`src/hw/rtl/tls_pkg.sv`:
```
// Shared constants, codes and control types of the ticket lottery selector.
`default_nettype none

package tls_pkg;

   // Table geometry
   localparam int ENTRIES     = 16;
   localparam int TICKET_BITS = 16;

   // Port field widths
   localparam int CMD_W     = 3;
   localparam int INDEX_W   = 4;
   localparam int LOAD_TK_W = 16;
   localparam int RND_W     = 32;
   localparam int WIN_TK_W  = 16;
   localparam int TOTAL_W   = 20;

   // Derived widths
   localparam int IDX_W     = (ENTRIES > 1) ? $clog2(ENTRIES) : 1;
   localparam int CNT_W     = $clog2(ENTRIES + 1);
   localparam int SUM_W     = TICKET_BITS + IDX_W;
   localparam int DIV_CNT_W = $clog2(RND_W);
   localparam int CMP_W     = (SUM_W > TOTAL_W) ? SUM_W : TOTAL_W;

   localparam logic [TICKET_BITS-1:0] TICKET_MAX = '1;
   localparam logic [TOTAL_W-1:0]     TOTAL_MAX  = '1;

   typedef enum logic [CMD_W-1:0] {
      CMD_LOAD        = 3'd0,
      CMD_MARK        = 3'd1,
      CMD_INC         = 3'd2,
      CMD_ROLL        = 3'd3,
      CMD_CLAIM       = 3'd4,
      CMD_RESET_ROUND = 3'd5
   } cmd_type;

   typedef enum logic [1:0] {
      PASS_INC,
      PASS_SUM,
      PASS_SCAN
   } pass_type;

   typedef enum logic [1:0] {
      FIN_PLAIN,
      FIN_EMPTY,
      FIN_ROLL
   } fin_type;

   typedef enum logic [2:0] {
      ST_IDLE,
      ST_DECODE,
      ST_INC,
      ST_SUM,
      ST_CHECK,
      ST_DIV,
      ST_SCAN
   } state_type;

   // Commands from the controller to the datapath
   typedef struct packed {
      logic     capture;
      logic     apply;
      logic     pass_clr;
      logic     pass_step;
      pass_type pass_mode;
      logic     div_init;
      logic     div_step;
      logic     finish;
      fin_type  fin_kind;
   } tls_ctl_type;

   // Status from the datapath to the controller
   typedef struct packed {
      cmd_type cmd;
      logic    pass_end;
      logic    div_last;
      logic    total_zero;
   } tls_sts_type;

endpackage

`default_nettype wire

```
`src/hw/rtl/tls_ram.sv`:
```
// Generic single-write, single-read RAM with registered read data.
`default_nettype none

module tls_ram #(
   parameter int WIDTH = 16,
   parameter int DEPTH = 16
) (
   input  wire logic                             clock,
   input  wire logic                             wr_en,
   input  wire logic [$clog2(DEPTH > 1 ? DEPTH : 2)-1:0] wr_addr,
   input  wire logic [WIDTH-1:0]                 wr_data,
   input  wire logic [$clog2(DEPTH > 1 ? DEPTH : 2)-1:0] rd_addr,
   output logic      [WIDTH-1:0]                 rd_data
);

   logic [WIDTH-1:0] mem_ff [DEPTH];
   logic [WIDTH-1:0] rd_data_ff;

   always_ff @(posedge clock) begin
      if (wr_en) begin
         mem_ff[wr_addr] <= wr_data;
      end
      rd_data_ff <= mem_ff[rd_addr];
   end

   assign rd_data = rd_data_ff;

endmodule

`default_nettype wire

```
`src/hw/rtl/tls_ctrl.sv`:
```
// Controller state machine of the ticket lottery selector.
`default_nettype none

module tls_ctrl
   import tls_pkg::*;
(
   input  wire logic        clock,
   input  wire logic        reset,
   input  wire logic        start,
   output logic             busy,
   input  wire tls_sts_type sts,
   output tls_ctl_type      ctl
);

   state_type state_ff, state_in;

   always_ff @(posedge clock) begin
      if (reset) begin
         state_ff <= ST_IDLE;
      end else begin
         state_ff <= state_in;
      end
   end

   always_comb begin
      state_in      = state_ff;
      ctl           = '0;
      ctl.pass_mode = PASS_SUM;
      ctl.fin_kind  = FIN_PLAIN;
      case (state_ff)
         ST_IDLE: begin
            if (start) begin
               ctl.capture = 1'b1;
               state_in    = ST_DECODE;
            end
         end
         ST_DECODE: begin
            case (sts.cmd)
               CMD_INC: begin
                  ctl.pass_clr = 1'b1;
                  state_in     = ST_INC;
               end
               CMD_ROLL: begin
                  ctl.pass_clr = 1'b1;
                  state_in     = ST_SUM;
               end
               default: begin
                  ctl.apply  = 1'b1;
                  ctl.finish = 1'b1;
                  state_in   = ST_IDLE;
               end
            endcase
         end
         ST_INC: begin
            ctl.pass_step = 1'b1;
            ctl.pass_mode = PASS_INC;
            if (sts.pass_end) begin
               ctl.finish = 1'b1;
               state_in   = ST_IDLE;
            end
         end
         ST_SUM: begin
            ctl.pass_step = 1'b1;
            ctl.pass_mode = PASS_SUM;
            if (sts.pass_end) begin
               state_in = ST_CHECK;
            end
         end
         ST_CHECK: begin
            if (sts.total_zero) begin
               ctl.finish   = 1'b1;
               ctl.fin_kind = FIN_EMPTY;
               state_in     = ST_IDLE;
            end else begin
               ctl.div_init = 1'b1;
               state_in     = ST_DIV;
            end
         end
         ST_DIV: begin
            ctl.div_step = 1'b1;
            if (sts.div_last) begin
               ctl.pass_clr = 1'b1;
               state_in     = ST_SCAN;
            end
         end
         ST_SCAN: begin
            ctl.pass_step = 1'b1;
            ctl.pass_mode = PASS_SCAN;
            if (sts.pass_end) begin
               ctl.finish   = 1'b1;
               ctl.fin_kind = FIN_ROLL;
               state_in     = ST_IDLE;
            end
         end
         default: begin
            state_in = ST_IDLE;
         end
      endcase
   end

   assign busy = (state_ff != ST_IDLE);

endmodule

`default_nettype wire

```
`src/hw/rtl/tls_datapath.sv`:
```
// Datapath: entry table, ticket sum, bit-serial modulo and winner scan.
`default_nettype none

module tls_datapath
   import tls_pkg::*;
(
   input  wire logic                 clock,
   input  wire logic                 reset,
   input  wire tls_ctl_type          ctl,
   output tls_sts_type               sts,
   input  wire logic [CMD_W-1:0]     req_cmd,
   input  wire logic [INDEX_W-1:0]   req_entry_index,
   input  wire logic [LOAD_TK_W-1:0] req_load_tickets,
   input  wire logic                 req_load_cooldown,
   input  wire logic [RND_W-1:0]     req_random_value,
   output logic                      rsp_strobe,
   output logic                      rsp_status,
   output logic [INDEX_W-1:0]        rsp_winner_index,
   output logic [WIN_TK_W-1:0]       rsp_winner_tickets,
   output logic [TOTAL_W-1:0]        rsp_total_tickets
);

   // Latched item
   cmd_type                cmd_ff;
   logic [INDEX_W-1:0]     idx_ff;
   logic [TICKET_BITS-1:0] ld_tk_ff;
   logic                   ld_cool_ff;

   // Entry flags
   logic [ENTRIES-1:0] used_ff, used_in;
   logic [ENTRIES-1:0] pres_ff, pres_in;
   logic [ENTRIES-1:0] cool_ff, cool_in;
   logic [ENTRIES-1:0] elig;

   // Pass over the table
   logic [CNT_W-1:0] cnt_ff, cnt_in;
   logic [IDX_W-1:0] proc_ent;
   logic             proc_vld;
   logic             proc_elig;

   // Sum, modulo and scan
   logic [SUM_W-1:0]     total_ff, total_in;
   logic [SUM_W-1:0]     rem_ff, rem_in;
   logic [RND_W-1:0]     quo_ff, quo_in;
   logic [DIV_CNT_W-1:0] div_cnt_ff, div_cnt_in;
   logic [SUM_W:0]       rem_shift;
   logic [SUM_W:0]       total_ext;
   logic [SUM_W-1:0]     run_ff, run_in;
   logic [SUM_W-1:0]     run_sum;
   logic                 found_ff, found_in;
   logic [IDX_W-1:0]     win_idx_ff, win_idx_in;
   logic [TICKET_BITS-1:0] win_tk_ff, win_tk_in;
   logic                 hit;

   // Table memory
   logic                   wr_en;
   logic [IDX_W-1:0]       wr_addr;
   logic [TICKET_BITS-1:0] wr_data;
   logic [TICKET_BITS-1:0] rd_data;

   // Addressed entry
   logic [IDX_W-1:0] ent_w;
   logic             in_range;

   // Result registers
   logic                rsp_strobe_ff;
   logic                rsp_status_ff, rsp_status_in;
   logic [INDEX_W-1:0]  rsp_win_idx_ff, rsp_win_idx_in;
   logic [WIN_TK_W-1:0] rsp_win_tk_ff, rsp_win_tk_in;
   logic [TOTAL_W-1:0]  rsp_total_ff, rsp_total_in;
   logic [TOTAL_W-1:0]  total_sat;

   assign ent_w    = IDX_W'(idx_ff);
   assign in_range = (32'(idx_ff) < ENTRIES);
   assign elig     = used_ff & pres_ff & ~cool_ff;

   assign proc_ent  = IDX_W'(cnt_ff - CNT_W'(1));
   assign proc_vld  = (cnt_ff != '0);
   assign proc_elig = proc_vld && elig[proc_ent];

   tls_ram #(
      .WIDTH (TICKET_BITS),
      .DEPTH (ENTRIES)
   ) u_ram (
      .clock   (clock),
      .wr_en   (wr_en),
      .wr_addr (wr_addr),
      .wr_data (wr_data),
      .rd_addr (cnt_ff[IDX_W-1:0]),
      .rd_data (rd_data)
   );

   // Table writes: single-entry commands, or the increment sweep
   always_comb begin
      wr_en   = 1'b0;
      wr_addr = ent_w;
      wr_data = '0;
      if (ctl.apply) begin
         case (cmd_ff)
            CMD_LOAD: begin
               wr_en   = in_range;
               wr_data = ld_tk_ff;
            end
            CMD_MARK: begin
               wr_en = in_range && !used_ff[ent_w];
            end
            CMD_CLAIM: begin
               wr_en = in_range && used_ff[ent_w];
            end
            default: begin
               wr_en = 1'b0;
            end
         endcase
      end else if (ctl.pass_step && (ctl.pass_mode == PASS_INC) && proc_elig
                   && (rd_data != TICKET_MAX)) begin
         wr_en   = 1'b1;
         wr_addr = proc_ent;
         wr_data = rd_data + TICKET_BITS'(1);
      end
   end

   // Flag updates
   always_comb begin
      used_in = used_ff;
      pres_in = pres_ff;
      cool_in = cool_ff;
      if (ctl.apply) begin
         case (cmd_ff)
            CMD_LOAD: begin
               if (in_range) begin
                  used_in[ent_w] = 1'b1;
                  cool_in[ent_w] = ld_cool_ff;
                  pres_in[ent_w] = 1'b0;
               end
            end
            CMD_MARK: begin
               if (in_range) begin
                  if (!used_ff[ent_w]) begin
                     used_in[ent_w] = 1'b1;
                     cool_in[ent_w] = 1'b0;
                     pres_in[ent_w] = 1'b1;
                  end else if (!cool_ff[ent_w]) begin
                     pres_in[ent_w] = 1'b1;
                  end
               end
            end
            CMD_CLAIM: begin
               if (in_range && used_ff[ent_w]) begin
                  pres_in[ent_w] = 1'b0;
                  cool_in[ent_w] = 1'b1;
               end
            end
            CMD_RESET_ROUND: begin
               cool_in = '0;
            end
            default: begin
               cool_in = cool_ff;
            end
         endcase
      end
   end

   // Pass counter, total, modulo and scan
   always_comb begin
      cnt_in     = cnt_ff;
      total_in   = total_ff;
      rem_in     = rem_ff;
      quo_in     = quo_ff;
      div_cnt_in = div_cnt_ff;
      run_in     = run_ff;
      found_in   = found_ff;
      win_idx_in = win_idx_ff;
      win_tk_in  = win_tk_ff;

      rem_shift = {rem_ff, quo_ff[RND_W-1]};
      total_ext = {1'b0, total_ff};
      run_sum   = run_ff + SUM_W'(rd_data);
      hit       = proc_elig && !found_ff && (run_sum > rem_ff);

      if (ctl.capture) begin
         total_in = '0;
         quo_in   = req_random_value;
      end

      if (ctl.pass_clr) begin
         cnt_in   = '0;
         run_in   = '0;
         found_in = 1'b0;
      end else if (ctl.pass_step) begin
         cnt_in = cnt_ff + CNT_W'(1);
         case (ctl.pass_mode)
            PASS_SUM: begin
               if (proc_elig) begin
                  total_in = total_ff + SUM_W'(rd_data);
               end
            end
            PASS_SCAN: begin
               if (proc_elig && !found_ff) begin
                  run_in = run_sum;
               end
               if (hit) begin
                  found_in   = 1'b1;
                  win_idx_in = proc_ent;
                  win_tk_in  = rd_data;
               end
            end
            default: begin
               total_in = total_ff;
            end
         endcase
      end

      // Restoring division, one quotient bit a cycle; only the remainder is kept
      if (ctl.div_init) begin
         rem_in     = '0;
         div_cnt_in = '0;
      end else if (ctl.div_step) begin
         if (rem_shift >= total_ext) begin
            rem_in = SUM_W'(rem_shift - total_ext);
         end else begin
            rem_in = SUM_W'(rem_shift);
         end
         quo_in     = {quo_ff[RND_W-2:0], 1'b0};
         div_cnt_in = div_cnt_ff + DIV_CNT_W'(1);
      end
   end

   // Result formation
   always_comb begin
      if (CMP_W'(total_ff) > CMP_W'(TOTAL_MAX)) begin
         total_sat = TOTAL_MAX;
      end else begin
         total_sat = TOTAL_W'(total_ff);
      end
      rsp_status_in  = rsp_status_ff;
      rsp_win_idx_in = rsp_win_idx_ff;
      rsp_win_tk_in  = rsp_win_tk_ff;
      rsp_total_in   = rsp_total_ff;
      if (ctl.finish) begin
         rsp_status_in  = 1'b0;
         rsp_win_idx_in = '0;
         rsp_win_tk_in  = '0;
         rsp_total_in   = '0;
         case (ctl.fin_kind)
            FIN_EMPTY: begin
               rsp_status_in = 1'b1;
            end
            FIN_ROLL: begin
               rsp_win_idx_in = INDEX_W'(win_idx_in);
               rsp_win_tk_in  = WIN_TK_W'(win_tk_in);
               rsp_total_in   = total_sat;
            end
            default: begin
               rsp_status_in = 1'b0;
            end
         endcase
      end
   end

   // Control state
   always_ff @(posedge clock) begin
      if (reset) begin
         used_ff       <= '0;
         pres_ff       <= '0;
         cool_ff       <= '0;
         rsp_strobe_ff <= 1'b0;
      end else begin
         used_ff       <= used_in;
         pres_ff       <= pres_in;
         cool_ff       <= cool_in;
         rsp_strobe_ff <= ctl.finish;
      end
   end

   // Payload
   always_ff @(posedge clock) begin
      if (ctl.capture) begin
         cmd_ff     <= cmd_type'(req_cmd);
         idx_ff     <= req_entry_index;
         ld_tk_ff   <= TICKET_BITS'(req_load_tickets);
         ld_cool_ff <= req_load_cooldown;
      end
      cnt_ff         <= cnt_in;
      total_ff       <= total_in;
      rem_ff         <= rem_in;
      quo_ff         <= quo_in;
      div_cnt_ff     <= div_cnt_in;
      run_ff         <= run_in;
      found_ff       <= found_in;
      win_idx_ff     <= win_idx_in;
      win_tk_ff      <= win_tk_in;
      rsp_status_ff  <= rsp_status_in;
      rsp_win_idx_ff <= rsp_win_idx_in;
      rsp_win_tk_ff  <= rsp_win_tk_in;
      rsp_total_ff   <= rsp_total_in;
   end

   assign sts.cmd        = cmd_ff;
   assign sts.pass_end   = (cnt_ff == CNT_W'(ENTRIES));
   assign sts.div_last   = (div_cnt_ff == DIV_CNT_W'(RND_W - 1));
   assign sts.total_zero = (total_ff == '0);

   assign rsp_strobe         = rsp_strobe_ff;
   assign rsp_status         = rsp_status_ff;
   assign rsp_winner_index   = rsp_win_idx_ff;
   assign rsp_winner_tickets = rsp_win_tk_ff;
   assign rsp_total_tickets  = rsp_total_ff;

endmodule

`default_nettype wire

```
`src/hw/rtl/ticket_lottery_selector_unit.sv`:
```
// Top level of the ticket lottery selector: controller, datapath and entry table.
`default_nettype none

// A command is taken at a rising edge with start high and busy low; exactly one
// result follows, shown for a single cycle with rsp_strobe high, and it cannot
// be held off, so the receiver must take it in that cycle. A new command may be
// issued in the cycle that the previous result is shown. Load, mark present,
// claim, reset round and unknown codes finish in the decode state. Increment
// sweeps the ticket table once through its single read port. Roll sweeps the
// table to form the total, reduces random_value modulo that total one bit a
// cycle, then sweeps again for the winner; when the total is zero it ends after
// the first sweep with status set. The result appears in the first cycle in which
// busy is low again.

module ticket_lottery_selector_unit
   import tls_pkg::*;
(
   input  wire logic                 clock,
   input  wire logic                 reset,
   input  wire logic                 start,
   output logic                      busy,
   input  wire logic [CMD_W-1:0]     req_cmd,
   input  wire logic [INDEX_W-1:0]   req_entry_index,
   input  wire logic [LOAD_TK_W-1:0] req_load_tickets,
   input  wire logic                 req_load_cooldown,
   input  wire logic [RND_W-1:0]     req_random_value,
   output logic                      rsp_strobe,
   output logic                      rsp_status,
   output logic [INDEX_W-1:0]        rsp_winner_index,
   output logic [WIN_TK_W-1:0]       rsp_winner_tickets,
   output logic [TOTAL_W-1:0]        rsp_total_tickets
);

   tls_ctl_type ctl;
   tls_sts_type sts;

   tls_ctrl u_ctrl (
      .clock (clock),
      .reset (reset),
      .start (start),
      .busy  (busy),
      .sts   (sts),
      .ctl   (ctl)
   );

   tls_datapath u_datapath (
      .clock              (clock),
      .reset              (reset),
      .ctl                (ctl),
      .sts                (sts),
      .req_cmd            (req_cmd),
      .req_entry_index    (req_entry_index),
      .req_load_tickets   (req_load_tickets),
      .req_load_cooldown  (req_load_cooldown),
      .req_random_value   (req_random_value),
      .rsp_strobe         (rsp_strobe),
      .rsp_status         (rsp_status),
      .rsp_winner_index   (rsp_winner_index),
      .rsp_winner_tickets (rsp_winner_tickets),
      .rsp_total_tickets  (rsp_total_tickets)
   );

endmodule

`default_nettype wire

```
`config.mk`:
```
export PLATFORM = sky130hd
export DESIGN_NAME = ticket_lottery_selector_unit
export DESIGN_NICKNAME = d
export VERILOG_FILES = /design/src/hw/rtl/tls_pkg.sv /design/src/hw/rtl/tls_ram.sv /design/src/hw/rtl/tls_ctrl.sv /design/src/hw/rtl/tls_datapath.sv /design/src/hw/rtl/ticket_lottery_selector_unit.sv
export SDC_FILE = /design/constraint.sdc
export NUM_CORES = 1
export LEC_CHECK = 0
export ABC_CLOCK_PERIOD_IN_PS = 9650
export BUFFER_PORTS_ARGS = -buffer_cell sky130_fd_sc_hd__buf_2
export CORE_ASPECT_RATIO = 1.75
export CORE_MARGIN = 2
export CORE_UTILIZATION = 50
export DETAILED_ROUTE_END_ITERATION = 12
export PLACE_DENSITY = 0.73
export SLEW_MARGIN = 20
export SYNTH_ARGS = -nofsm -noshare
export SYNTH_HDL_FRONTEND = slang
export SYNTH_SLANG_ARGS = --single-unit
```
`constraint.sdc`:
```
create_clock -name clock -period 9.65 [get_ports clock]
set_clock_uncertainty 0.15 [all_clocks]
set_input_delay 0.965 -clock clock [delete_from_list [all_inputs] [get_ports clock]]
set_output_delay 0.965 -clock clock [all_outputs]
set_load 0.02 [all_outputs]
```
[Word level (Yosys, flattened, before mapping)]
Memory sizes are Yosys's and may differ from the RTL's. A register that Yosys moved wholly into a read port is not among the register bits.
Cells that the tools add are included.
Cells by class
  add/subtract/negate cells: 7
  $lt $le $gt $ge: 6
  equality and inequality tests: 26
  muxes and demuxes: 70
  bitwise gates (word level): 9
  reduce and logical (&&, ||, !) cells: 26
Operator list (count)
  $mux W16: 13
  $mux W20: 6
  $mux W32: 3
  $and A16 B16 Y16: 4
  $pmux W16 S4: 1
  $or A16 B16 Y16: 3
  $pmux W16 S3: 1
  $add A20 B16 Y20: 2
  $pmux W20 S2: 1
  $not A16 Y16: 2
  $pmux W16 S2: 1
  $mux W4: 6
  $ge A21 B20 Y1: 1
  $mux W3: 7
  $gt A20 B20 Y1: 1
  $gt A20 B20 Y1 const B: 1
  $logic_not A20 Y1: 1
  $sub A20 B20 Y20: 1
  $mux W1: 19
  $pmux W3 S6: 1
  $add A16 B1 Y16 const B: 1
  $bwmux W16: 1
  $ne A16 B16 Y1 const B: 1
  $eq A3 B3 Y1 const B: 5
  other kinds (31): 61
Word-level totals
  flip-flop bits (word level): 240
  RAM bits: 256
  bits of input ports: 59
  output and inout port bits: 43
  word-level logic and storage cells: 167
  memories kept: 1
Memories
  u_datapath.u_ram.mem_ff: depth 16, bits a word 16, rd ports 1, clocked after memory_dff 1, write ports 1, RTL line tls_ram.sv:16  | logic [WIDTH-1:0] mem_ff [DEPTH];

[Longest topological paths before layout]
  depth in word-level cells: 11
  gate-level depth with buffers: 17
  mapped depth without buffers: 16

[Cells and area by module]
Synthesis repeated with hierarchy kept, for this count alone.
Second synthesis, totals
  cell total of the unflattened synthesis: 1957
  area, all modules: 23993.0 µm²
Modules (own cells, without submodules)
  tls_datapath: times used 1, cells an instance 1478, area an instance 13623.1 µm², seq. area each 5595.4 µm²
  tls_ram: times used 1, cells an instance 432, area an instance 10042.1 µm², seq. area each 8007.7 µm²
  tls_ctrl: times used 1, cells an instance 47, area an instance 327.8 µm², seq. area each 60.1 µm²

[Least setup slack after synthesis]
OpenSTA, ideal clock, no wires.
  path type: register -> register
  start: reg u_datapath.cnt_ff[1]
  end: mem u_datapath.u_ram.mem_ff[5][0] (enable)
  arrival time: 4.718 ns
  setup slack: 4.367 ns
  stages on the path, launching flop included: 13
  cells stage by stage: dfxtp_1 > clkbuf_1 > clkbuf_1 > buf_1 > inv_1 > ha_1 > inv_2 > mux4_2 > a221oi_2 > nand3_2 > a211o_1 > clkbuf_1 > o32ai_1
On the way
  longest elaborated chain between the ends: 10
  elaborated cells on any way between the ends: 13
  those cells by class: 1 x add/sub; 8 x mux; 4 x reduce/logical
RTL lines
  from (decl): RTL line tls_datapath.sv:36  | logic [CNT_W-1:0] cnt_ff, cnt_in;
  from (signal assigned): RTL line tls_datapath.sv:283  | cnt_ff <= cnt_in;
  $sub A4 B1 Y4: RTL line tls_datapath.sv:77  | assign proc_ent = IDX_W'(cnt_ff - CNT_W'(1));
  $bmux W1 S4: RTL line tls_datapath.sv:79  | assign proc_elig = proc_vld && elig[proc_ent];
  $mux W1 (not written as such): RTL line tls_datapath.sv:79
  $logic_and A1 B1 Y1: RTL line tls_datapath.sv:79
  $logic_and A1 B1 Y1: RTL line tls_datapath.sv:114  | end else if (ctl.pass_step && (ctl.pass_mode == PASS_INC) && proc_elig
  $logic_and A1 B1 Y1: RTL line tls_datapath.sv:115  | && (rd_data != TICKET_MAX)) begin
  $mux W1: RTL line tls_datapath.sv:114
  $mux W1: RTL line tls_datapath.sv:98  | if (ctl.apply) begin
  $mux W1: RTL line tls_ram.sv:20  | if (wr_en) begin
  $mux W1 (not written as such): RTL line tls_ram.sv:21  | mem_ff[wr_addr] <= wr_data;
  to (decl): RTL line tls_ram.sv:16
Parallel ways exist; a longest one is shown, timed or not. The select of a mux whose other input is x is not followed.

[Worst setup path after layout]
  start: reg u_datapath.cnt_ff[1]
  end: mem u_datapath.u_ram.mem_ff[4][1] (enable)
Same word-level chain as after synthesis.

==> impl_results.md <==
- Status: finished clean
- Global-route wire length before repair: 99.4 mm
- Leading area contributor after synthesis: edfxtp_1
- Clk slew on worst S/H paths: 0.07 ns
- Max_cap viols: 0
- Seq/Total Area, Yosys: a little under three fifths
- Clock Sinks: 512
- Layout cells sized above 1: 17.4%
- H-Tree Depth: 2
- Mapped Nets: 2,146
- Largest net degree at the start of global routing: between 90 and 100
- Critical Path Source: u_datapath.cnt_ff[1]$_SDFFE_PP0N_
- Io pins: ~100
- FF-to-FF setup slack: 3.87 ns
- Post-CTS resize count: 0
- Postcts setup bufs: 0
- Period utilization: around 60%
- Top FF cell, synth: edfxtp_1
- Core Region: 0.0477 mm²
- Power Density: 278 mW/mm²
- Sequential share of power: between 30% and 40%
- Vias in the first global route: 17,000
- Global route hottest layer: met2
- Worst Setup End Kind: register
- Final GP Congestion: about 0.92
- Fill cells: 3,836
- Share of Yosys cell area claimed by the top area cell type: 42.4%
- Syn avg cell area: 12.1 µm²
- Synth async-reset ratio: 0%
- Crit path DAT: 5.89 ns
- Period minus WS final: about 5.8 ns
- DRT Wirelength: 65.3 mm
- Hold path start: u_datapath.found_ff$_SDFFE_PP0P_
- Vias after detailed routing: around 17,000
- Crit-path slowest cell: o32ai_2
- FF-to-FF Start: u_datapath.cnt_ff[1]$_SDFFE_PP0N_
- Critical Path, Cell by Cell: buf_4 -> inv_1 -> ha_1 -> inv_2 -> mux4_2 -> a221oi_2 -> nand3_2 -> a211o_1 -> o32ai_2 -> buf_4
- Least-Margin Pin Slew: 1.10 ns
- Vias per std cell: 6.26
- Crit start category: register
- Clk root buf: clkbuf_16
- Final Hold Viols: 0
- Max Slew Vio Count: 0
- Final Setup Violations: 0
- Total power: 0.00752 W
- Clock Latency Late Sink: approximately 0.59 ns
- Yosys Warn Count: 0
- Number of synthesized flops with an enable pin: 341
- Worst path max stage delay: 1.10 ns
- Final ANT Viol Nets: 0
- Relative slew slack: 25.8%
- Area grow syn2layout: 11.7%
- Logic gate share of total power: 38.5%
- Synth Cell Area: 0.0242 mm²
- Total GRT Usage: 26.2%
- Total iterations of the first detailed-routing run: 5
- Cells after synthesis: roughly 2,000
- Setup_tns: 0 ns
- CTS Hold Buffers Added: 0
- Die ar.: around 0.05 mm²
- Antenna violations before repair: 0
- Most instantiated library cell after synthesis: edfxtp_1
- Hold Crit Class: reg -> reg
- Grt met3 use: 3.64%
- Post-synthesis cell type count: between 70 and 80
- # diodes: 0
- Starting Density: around 51%
- Largest cells by area after synthesis: edfxtp_1 42%, dfxtp_1 14%, mux4_2 8.5%
- Final core utilization: 56.6%
- CP max FO: 72
- CTS tree: done
- FMAX: 0.173 GHz
- Placed Cells incl. Taps: 2,629
- Gr ovfl total: 0
- # DRC: 0
- Layout Nets: around 2,200
- Critical Path RT: 9.76 ns
- Routed len/inst: around 24 µm
- Worst vdd ir: 0.295 mV
- TritonCTS Buffers: 45
- Reported leakage power: 9.65 nW
- Finished Layout Cells: around 2,700
- Die Wd: 170 µm
- # port buffers: 101
- Final HPWL DP: approximately 45 mm
- Clk buf depth: 3
- Initial DRC Count: 1,627
- Clk pwr share: 25.0%
- Met1 usage: 28.4%
- Switch share: 37.9%
- RSZ-0062 raised after global routing: false
- Internal: 0.00468 W
- P_sw: 0.00285 W
- CP dominant cell by count: buf_4
- Row cnt: 106
- Die extent in y: 295 µm
- Met2 usage: 47.3%
- Seq cells post-synth: 512
- WS Path Type: reg -> reg
- Synth top cells by count: 341 x edfxtp_1, 206 x nand2_1, 171 x dfxtp_1
[routing by layer]
layer  vias up  routed length, µm  share of wire [%]
met2       647              34300                 52
li1       7743                  -                  -
met3       219               3570                5.5
met1      8363              22700                 35
met4         0               4730                7.2
met5         -                  0                  0
[kinds of logic (layout without fill, tap and decap cells)]
logic type | after synthesis | in the layout | synth area share, %
simple gates | 584 | 584 | 11.2
flops | 512 | 512 | 56.5
compound gates | 460 | 460 | 12.5
buf+inv | 176 | 289 | 2.86
mux | 129 | 129 | 10.4
fa+ha+maj | 82 | 82 | 4.34
xor+xnor | 62 | 62 | 2.25
[cell type report]
| class | count | area (µm²) | area share, % |
|---|---|---|---|
| Sequential cell | 512 | 13700 | 50.6 |
| Clock inverter | 26 | 363 | 1.34 |
| Timing Repair Buffer | 141 | 806 | 2.98 |
| Multi-Input combinational cell | 1317 | 10000 | 37.0 |
| Tap cell | 594 | 743 | 2.75 |
| Clock buffer | 56 | 1190 | 4.40 |
| Inverter | 66 | 248 | 0.917 |
[final timing paths]
path / cells after the start / end
setup / recovery: 10 / u_datapath.u_ram.mem_ff[4][1]$_DFFE_PP_
hold / removal: 2 / u_datapath.found_ff$_SDFFE_PP0P_
hold reg to reg: 2 / u_datapath.found_ff$_SDFFE_PP0P_
setup reg to reg: 10 / u_datapath.u_ram.mem_ff[4][1]$_DFFE_PP_
[per-stage QoR]
step	area, µm²	hold slack (ns)	setup WS [ns]
global route	27000	0.309	3.52
detailed placement	25400	0.279	3.81
finish	27000	0.299	3.87
floorplan	24200	0.260	4.37
global placement	25400	0.270	3.91
CTS	27000	0.295	3.78
[cell usage in the layout, fill, tap and decap left out, types with 7 or more instances in the layout]
cell type,instances
xnor2_1,37
edfxtp_1,341
nand3_1,53
dfxtp_1,168
nand2b_1,20
a31oi_1,36
buf_4,39
o211ai_1,16
o21ai_0,104
a211o_1,8
clkinv_2,8
clkbuf_16,45
mux2i_1,17
o41ai_1,7
o21a_1,12
and3_1,15
nand4_1,15
nor4_1,11
and2_1,27
nor2_1,159
nor3_1,25
nand3b_1,10
o32ai_2,9
mux4_2,91
inv_1,62
o31ai_1,9
mux2_4,15
a21o_1,27
a211oi_1,22
nand2_1,205
o311ai_0,14
xor2_1,25
a32o_1,18
a21oi_1,112
nor2b_1,14
buf_2,101
clkbuf_1,9
ha_1,79
[power groups by stage]
stage	Clock, W	Sequential (W)	Combinational [W]
floorplan	0	0.00268	0.00208
global placement	0	0.00278	0.00278
detailed placement	0	0.00279	0.00283
CTS	0.00191	0.00274	0.00286
global route	0.00199	0.00276	0.00312
finish	0.00188	0.00274	0.00290
[worst max-delay path: cells and delay by family, from the launching register on]
kind / cells / cell delay, ns
simple gates: 1 / 0.28
flops: 1 / 0.31
buf+inv: 4 / 1.46
compound gates: 3 / 2.24
fa+ha+maj: 1 / 0.48
mux: 1 / 0.53
[flip-flops by register name, summed over array words and instances (netlist names), 16 cells and up, named ones only]
name                           count
u_datapath.win_tk_ff              16
u_datapath.rsp_winner_tickets     16
u_datapath.run_ff                 20
u_datapath.rem_ff                 20
u_datapath.ld_tk_ff               16
u_datapath.rsp_total_tickets      20
u_datapath.used_ff                16
u_datapath.u_ram.mem_ff          256
u_datapath.quo_ff                 32
u_datapath.u_ram.rd_data          16
u_datapath.total_ff               20
(Power assumes the default switching activity.)
